## src/kf_pkg.sv

```systemverilog
// Shared types and constants for the H.264 keyframe detector.
// No dependencies; kf_golomb and the top level import this package.
`timescale 1ns / 1ps

package kf_pkg;

  localparam logic [31:0] START_MASK   = 32'hffff_ff00;
  localparam logic [31:0] SYNC_PATTERN = 32'h0000_0100;
  localparam logic [31:0] WINDOW_IDLE  = 32'hffff_ffff;
  localparam logic [4:0]  NAL_MASK     = 5'h1f;
  localparam logic [4:0]  NAL_IDR      = 5'h05;
  localparam logic [4:0]  NAL_SLICE    = 5'h01;

  // slice kind codes that mark an I or SI slice
  localparam logic [7:0] SLICE_P_I  = 8'd2;
  localparam logic [7:0] SLICE_P_SI = 8'd4;
  localparam logic [7:0] SLICE_A_I  = 8'd7;
  localparam logic [7:0] SLICE_A_SI = 8'd9;

  // Exp-Golomb parser state
  typedef struct packed {
    logic       value_index;
    logic [5:0] zero_count;
    logic [5:0] suffix_left;
    logic [7:0] code_value;
    logic       in_prefix;
  } gol_state_t;

  // parser outcome for one byte
  typedef struct packed {
    logic decided;
    logic is_key;
  } gol_result_t;

  function automatic gol_state_t gol_init();
    gol_state_t s;
    s.value_index = 1'b0;
    s.zero_count  = 6'd0;
    s.suffix_left = 6'd0;
    s.code_value  = 8'd0;
    s.in_prefix   = 1'b1;
    return s;
  endfunction

  function automatic logic is_intra_kind(input logic [7:0] t);
    return (t == SLICE_P_I) || (t == SLICE_P_SI) || (t == SLICE_A_I) || (t == SLICE_A_SI);
  endfunction

endpackage

```

## src/kf_byte_if.sv

```systemverilog
// Stream byte channel: valid/ready handshake with one byte and a packet end mark.
// Depends on nothing.
`timescale 1ns / 1ps

interface kf_byte_if;
  logic       valid;
  logic       ready;
  logic [7:0] data_byte;
  logic       last_in_packet;

  modport source (output valid, output data_byte, output last_in_packet, input ready);
  modport sink (input valid, input data_byte, input last_in_packet, output ready);
endinterface

```

## src/kf_result_if.sv

```systemverilog
// Result channel: valid/ready handshake with the keyframe decision.
// Depends on nothing.
`timescale 1ns / 1ps

interface kf_result_if;
  logic valid;
  logic ready;
  logic is_keyframe;
  logic decided;

  modport source (output valid, output is_keyframe, output decided, input ready);
  modport sink (input valid, input is_keyframe, input decided, output ready);
endinterface

```

## src/kf_golomb.sv

```systemverilog
// Eight-bit Exp-Golomb step: reads one byte MSB first, skips the first macroblock
// address, then checks the slice kind. Combinational. Depends on kf_pkg.
`timescale 1ns / 1ps

module kf_golomb
  import kf_pkg::*;
(
  input  gol_state_t  state,
  input  logic [7:0]  data_byte,
  output gol_state_t  state_next,
  output gol_result_t result
);

  always_comb begin
    gol_state_t s;
    logic       done;
    logic       key;
    logic       fin;
    logic [7:0] val;
    s    = state;
    done = 1'b0;
    key  = 1'b0;
    fin  = 1'b0;
    val  = 8'd0;
    for (int i = 7; i >= 0; i--) begin
      fin = 1'b0;
      if (!done) begin
        if (s.in_prefix) begin
          if (!data_byte[i]) begin
            s.zero_count = s.zero_count + 6'd1;
            // 32 leading zeros: give up, not a keyframe
            if (s.zero_count[5]) begin
              done = 1'b1;
              key  = 1'b0;
            end
          end else begin
            s.code_value = 8'd1;
            if (s.zero_count == 6'd0) begin
              fin = 1'b1;
            end else begin
              s.in_prefix   = 1'b0;
              s.suffix_left = s.zero_count;
            end
          end
        end else begin
          s.code_value  = {s.code_value[6:0], data_byte[i]};
          s.suffix_left = s.suffix_left - 6'd1;
          if (s.suffix_left == 6'd0) begin
            fin = 1'b1;
          end
        end
        if (fin) begin
          val = s.code_value - 8'd1;
          if (!s.value_index) begin
            s             = gol_init();
            s.value_index = 1'b1;
          end else begin
            done = 1'b1;
            key  = is_intra_kind(val);
          end
        end
      end
    end
    state_next     = s;
    result.decided = done;
    result.is_key  = key;
  end

endmodule

```

## src/h264_keyframe_detector_core.sv

```systemverilog
// H.264 Annex B keyframe detector, top level.
// Depends on kf_pkg, kf_byte_if, kf_result_if and kf_golomb.
`timescale 1ns / 1ps

// Takes one stream byte per cycle and answers once per packet. A 32-bit window
// that persists across packets finds 00 00 01 start codes; an IDR NAL decides
// keyframe at once, a non-IDR slice NAL has its slice kind parsed bit by bit
// from the following bytes, eight bits per byte, and other NAL types are passed
// over. After a decision the rest of the packet is ignored. A packet with no
// decision answers "undecided" at its last byte; a packet that ends mid-parse
// answers "not key, decided". Bytes are taken back to back while input is not
// stalled; the answer shows on the result port the cycle after the byte that
// caused it when the output register is free. The longest path is the
// eight-bit Exp-Golomb step. A two-deep output stage lets input flow on while
// one answer waits to be taken; input stalls only while two answers wait.
module h264_keyframe_detector_core
  import kf_pkg::*;
(
  input logic          clk,
  input logic          rst,
  kf_byte_if.sink      byte_in,
  kf_result_if.source  result_out
);

  typedef enum logic [1:0] {
    SCAN  = 2'd0,
    PARSE = 2'd1,
    SKIP  = 2'd2
  } phase_t;

  logic [31:0] window;
  logic [31:0] window_next;
  phase_t      phase;
  phase_t      phase_next;
  gol_state_t  gol;
  gol_state_t  gol_next;
  gol_state_t  gol_step;
  gol_result_t gol_res;

  logic        res_valid;
  logic        res_key;
  logic        res_dec;
  logic [31:0] window_shift;

  logic        o_valid;
  logic        o_key;
  logic        o_dec;
  logic        s_valid;
  logic        s_key;
  logic        s_dec;

  logic        in_fire;
  logic        out_fire;

  kf_golomb u_golomb (
    .state      (gol),
    .data_byte  (byte_in.data_byte),
    .state_next (gol_step),
    .result     (gol_res)
  );

  assign in_fire  = byte_in.valid && byte_in.ready;
  assign out_fire = o_valid && result_out.ready;

  assign byte_in.ready          = !s_valid;
  assign result_out.valid       = o_valid;
  assign result_out.is_keyframe = o_key;
  assign result_out.decided     = o_dec;

  assign window_shift = {window[23:0], byte_in.data_byte};

  always_comb begin
    window_next = window;
    phase_next  = phase;
    gol_next    = gol;
    res_key     = 1'b0;
    res_dec     = 1'b0;
    case (phase)
      SCAN: begin
        window_next = window_shift;
        if ((window_shift & START_MASK) == SYNC_PATTERN) begin
          if ((window_shift[4:0] & NAL_MASK) == NAL_IDR) begin
            res_dec = 1'b1;
            res_key = 1'b1;
          end else if ((window_shift[4:0] & NAL_MASK) == NAL_SLICE) begin
            phase_next = PARSE;
            gol_next   = gol_init();
          end
        end
      end
      PARSE: begin
        gol_next = gol_step;
        res_dec  = gol_res.decided;
        res_key  = gol_res.is_key;
      end
      default: begin
        // skipping: ignore bytes until the packet ends
      end
    endcase
    // packet ends inside a slice header: decide not key
    if (!res_dec && byte_in.last_in_packet && phase_next == PARSE) begin
      res_dec = 1'b1;
      res_key = 1'b0;
    end
    res_valid = res_dec || (byte_in.last_in_packet && phase_next == SCAN);
    if (res_dec) begin
      window_next = WINDOW_IDLE;
      phase_next  = SKIP;
    end
    if (byte_in.last_in_packet) begin
      phase_next = SCAN;
      gol_next   = gol_init();
    end
  end

  always_ff @(posedge clk) begin
    if (rst) begin
      window  <= WINDOW_IDLE;
      phase   <= SCAN;
      gol     <= gol_init();
      o_valid <= 1'b0;
      s_valid <= 1'b0;
    end else begin
      if (in_fire) begin
        window <= window_next;
        phase  <= phase_next;
        gol    <= gol_next;
      end
      // output stage: main register plus skid
      if (s_valid) begin
        if (out_fire) begin
          o_key   <= s_key;
          o_dec   <= s_dec;
          s_valid <= 1'b0;
        end
      end else if (in_fire && res_valid) begin
        if (!o_valid || out_fire) begin
          o_valid <= 1'b1;
          o_key   <= res_key;
          o_dec   <= res_dec;
        end else begin
          s_valid <= 1'b1;
          s_key   <= res_key;
          s_dec   <= res_dec;
        end
      end else if (out_fire) begin
        o_valid <= 1'b0;
      end
    end
  end

endmodule
```

## src/flat_wrapper.sv

```systemverilog
// flat-port wrapper written by rule: the top's interface ports become plain ports
module h264_keyframe_detector_core_flat import kf_pkg::*;
  (clk, rst, byte_in_valid, byte_in_data_byte, byte_in_last_in_packet, byte_in_ready, result_out_valid, result_out_is_keyframe, result_out_decided, result_out_ready);
  kf_byte_if byte_in_i ();
  kf_result_if result_out_i ();
  input logic clk;
  input logic rst;
  input wire logic [$bits(byte_in_i.valid)-1:0] byte_in_valid;
  input wire logic [$bits(byte_in_i.data_byte)-1:0] byte_in_data_byte;
  input wire logic [$bits(byte_in_i.last_in_packet)-1:0] byte_in_last_in_packet;
  output wire logic [$bits(byte_in_i.ready)-1:0] byte_in_ready;
  output wire logic [$bits(result_out_i.valid)-1:0] result_out_valid;
  output wire logic [$bits(result_out_i.is_keyframe)-1:0] result_out_is_keyframe;
  output wire logic [$bits(result_out_i.decided)-1:0] result_out_decided;
  input wire logic [$bits(result_out_i.ready)-1:0] result_out_ready;
  assign byte_in_i.valid = byte_in_valid;
  assign byte_in_i.data_byte = byte_in_data_byte;
  assign byte_in_i.last_in_packet = byte_in_last_in_packet;
  assign byte_in_ready = byte_in_i.ready;
  assign result_out_valid = result_out_i.valid;
  assign result_out_is_keyframe = result_out_i.is_keyframe;
  assign result_out_decided = result_out_i.decided;
  assign result_out_i.ready = result_out_ready;
  h264_keyframe_detector_core u_core (.clk(clk), .rst(rst), .byte_in(byte_in_i), .result_out(result_out_i));
endmodule
```

## config.mk

```make
export PLATFORM = sky130hd
export DESIGN_NAME = h264_keyframe_detector_core_flat
export DESIGN_NICKNAME = d
export VERILOG_FILES = /design/src/kf_pkg.sv /design/src/kf_byte_if.sv /design/src/kf_result_if.sv /design/src/kf_golomb.sv /design/src/h264_keyframe_detector_core.sv /design/src/flat_wrapper.sv
export SDC_FILE = /design/constraint.sdc
export NUM_CORES = 1
export LEC_CHECK = 0
export BUFFER_PORTS_ARGS = -buffer_cell sky130_fd_sc_hd__buf_2
export CORE_MARGIN = 2
export CORE_UTILIZATION = 40
export DETAILED_ROUTE_END_ITERATION = 12
export GPL_ROUTABILITY_DRIVEN = 0
export GPL_TIMING_DRIVEN = 0
export PLACE_DENSITY = 0.62
export SLEW_MARGIN = 20
export SYNTH_ARGS = -nofsm -noshare
export SYNTH_HDL_FRONTEND = slang
export SYNTH_SLANG_ARGS = --single-unit
```

## constraint.sdc

```tcl
create_clock -name clk -period 18.8 [get_ports clk]
set_input_delay 3.76 -clock clk [delete_from_list [all_inputs] [get_ports clk]]
set_output_delay 3.76 -clock clk [all_outputs]
set_load 0.005 [all_outputs]
```

==> results.md <==
* Pwr dens at 70.52 mW/mm2
* Syn Nets at 1,680
* Sequential-to-total area share from yosys stat at 9.997%
* H-tree Lvls at 2
* Post-CTS Hold Fix Bufs at 0
* Crit path required time at 18.78 ns
* Final setup fails at 0
* Max Fclk at 55.51 MHz
* Pre-CTS WS at -1.764 ns
* Most used cell, CP: ha_1
* Clk slew on worst S/H paths at 0.07 ns
* Crit path max fanout at 10
* # Max-Cap Violations at 0
* Vias in the first global route at 12,480
* Min cycle time layout at 18.01 ns
* Area post-placement at 0.01176 mm2
* Die area at 0.02939 mm2
* Critical path data arrival time at 18.00 ns
* Worst-margin pin slew at 1.119 ns
* Register-to-register setup slack at 3.31 ns
* Total CTS buffers at 5
* Synth Warn # at 0
* Global route total overflow at 0
* Core area at 0.02771 mm2
* Fin nets at 1,717
* Final Core Density at 44.24%
* Synthesis-to-layout area growth at 9.283%
* Antenna violations before repair at 1
* DR vias at 14,040
* Fin area at 0.01226 mm2
* Rows at 61
* Initial drt markers at 1,819
* 1st-pass router iterations at 6
* Total track usage at 27.95%
* Worst hold path type: reg2reg
* Post-DP HPWL at 33.14 mm
* Remaining DRCs at 0
* Root buffer cell: clkbuf_16
* Crit start category: input port
* Max Slew Vio Count at 0
* Layout Skew at 0.008920 ns
* Fin worst setup slack at 0.7859 ns
* Slowest stage delay, CP at 0.47 ns
* Mapped Cells at 1,635
* Routed vias/inst at 6.844
* Netlist cell types at 124
* Number of synthesized flops with an enable pin at 4
* Pleak at 0.004385 uW
* RSZ-0062 raised after global routing: false
* Diodes inserted at 0
* Routed WL per cell at 20.72 um
* Crit-path slowest cell: or3_4
* Die Y at 171.4 um
* Layout cells sized above 1 at 12.19%
* Status: complete, no violations
* Largest net degree at the start of global routing at 18
* CTS tree: done
* Crit end category: register
* Routed Antenna Nets at 0
* PortBufs at 13
* Final period utilization at 95.82%
* Die width at 171.4 um
* Syn Std Cell Area at 0.01121 mm2
* Max Buffers Root-to-Sink at 2
* Asr flop ratio synth at 0%
* Total Wirelength at 42.49 mm
* Synth Area per Inst at 6.859 um2
* Slew margin rel. at 24.86%
* Synth Flop Type: dfxtp_1
* Seq cells post-synth at 54
* # clock sinks at 54
* Number of top-level pins at 17
* First-pass GRT wire length at 67.22 mm
* VDD IR max at 0.07479 mV
* Fin. Hold Viols at 0
* Clock latency on the worst-skew pair at 0.29 ns
* Setup CP Type: in2reg
* Starting Density at 40.48%
[area by class of cell]
class                           instances  area, um2
Buffer                                 93      442.9
Clock buffer                            6      138.9
Clock inverter                          2      16.27
Fill cell                            2900      15450
Inverter                               60      225.2
Multi-Input combinational cell       1426       9630
Sequential cell                        54       1121
Tap cell                              378      473.0
Timing Repair Buffer                   32      207.7
[through the flow]
| step | hold slack [ns] | TNS [ns] | total power [uW] | cells |
|---|---|---|---|---|
| 6_report | 0.4663 | 0 | 864.2 | 2051 |
| 5_1_grt | 0.4799 | 0 | 918.1 | 2051 |
| 4_1_cts | 0.4683 | 0 | 826.2 | 2037 |
| 3_5_place_dp | 0.4514 | -81.78 | 721.7 | 2026 |
| 3_3_place_gp | 0.4465 | -64.27 | 714.1 | 2026 |
| 2_1_floorplan | 0.4368 | 0 | 569.1 | 1635 |
[registers in the layout, indices dropped and copies added (netlist names)]
register,cells
u_core.s_key,1
u_core.result_out.valid,1
u_core.gol,22
u_core.window,24
u_core.result_out.decided,1
u_core.phase,2
u_core.s_valid,1
u_core.s_dec,1
u_core.result_out.is_keyframe,1
[cell families after synthesis]
| logic type | synth area share [%] |
|---|---|
| adder cells (fa/ha/maj) | 3.570 |
| AO/OA/AOI/OAI | 44.66 |
| XOR/XNOR | 3.358 |
| buffers and inverters | 5.902 |
| flip-flops | 9.997 |
| multiplexers | 3.358 |
| AND/OR/NAND/NOR | 29.15 |
[metal layers]
layer / wire length, um / vias to the layer above / global-route usage, %
met2: 18840 / 778 / 44.07
met5: 13 / - / 0
li1: - / 6487 / -
met4: 1230 / 2 / 8.769
met3: 3792 / 100 / 3.037
met1: 18620 / 6670 / 39.69
[report_power, final]
group          leakage [uW]  internal (uW)  switching [uW]
clock network     0.0000735           53.5            40.7
registers          0.000440            118            2.03
logic               0.00387            223             427
total               0.00438            394             470
[timing repair]
item	in CTS	in global routing
setup buffers	5	14
pin swaps	5	6
resized for setup	10	41
endpoints found under the setup margin	58	58
[synth_stat cells, types with 9 or more instances]
library cell | n | share of area (%)
and3_1 | 19 | 1.1
o211ai_1 | 18 | 1.2
a21o_1 | 20 | 1.3
nand2b_1 | 16 | 0.89
o21a_1 | 15 | 1.0
mux2i_1 | 25 | 2.2
nand4_1 | 30 | 1.7
mux2_2 | 10 | 1.0
nor2_1 | 145 | 4.9
o22ai_1 | 47 | 2.6
nor2b_1 | 14 | 0.78
xnor2_1 | 31 | 2.4
nand3_1 | 74 | 3.3
a22oi_1 | 22 | 1.5
o21ai_1 | 24 | 1.1
nor3_1 | 54 | 2.4
and2_1 | 24 | 1.3
clkbuf_1 | 59 | 2.0
o211a_1 | 10 | 0.89
dfxtp_1 | 50 | 8.9
a211oi_1 | 32 | 2.1
ha_1 | 32 | 3.6
o31ai_1 | 14 | 0.94
o32ai_1 | 9 | 0.70
nor4b_1 | 12 | 0.94
a31oi_1 | 37 | 2.1
o21ai_0 | 86 | 3.8
nand2_1 | 153 | 5.1
or3_1 | 16 | 0.89
a21oi_1 | 117 | 5.2
buf_2 | 25 | 1.1
a2bb2oi_1 | 10 | 0.78
o22a_1 | 34 | 2.7
nor4_1 | 16 | 0.89
inv_1 | 57 | 1.9
a22o_1 | 20 | 1.6
or2_2 | 10 | 0.56
xor2_1 | 12 | 0.94
[critical path: cells and delay by family]
family / cells / cell delay [ns]
buffers and inverters: 16 / 2.92
xor gates and xnor gates: 1 / 0.14
and+or+nand+nor: 19 / 4.22
AOI/OAI and AO/OA: 25 / 5.10
adders and majority gates: 7 / 1.77
[layout by cell type, fill, tap and decap left out, drive strengths merged, types with 18 or more instances in the layout]
cell / count
o211ai: 19
a21oi: 125
nand3: 74
a211oi: 39
o22ai: 48
or3: 18
o22a: 34
clkbuf: 65
inv: 59
a21o: 20
nor2: 148
and2: 25
a31oi: 42
mux2i: 26
xnor2: 31
a22oi: 22
o31ai: 22
nand2: 154
and3: 19
a22o: 20
ha: 32
dfxtp: 50
o21ai: 112
buf: 66
nor4: 18
nor3: 58
nand4: 31
[path summary, 6_finish.rpt]
path	startpoint	end	depth (start not counted)
worst max-delay path	byte_in_data_byte[7]	u_core.s_dec	68
worst min-delay path	u_core.window[22]	u_core.window[22]	1
worst max register to register	u_core.gol[16]	u_core.s_dec	69
worst min register to register	u_core.window[22]	u_core.window[22]	1
Power figures use the tool's default switching activity.
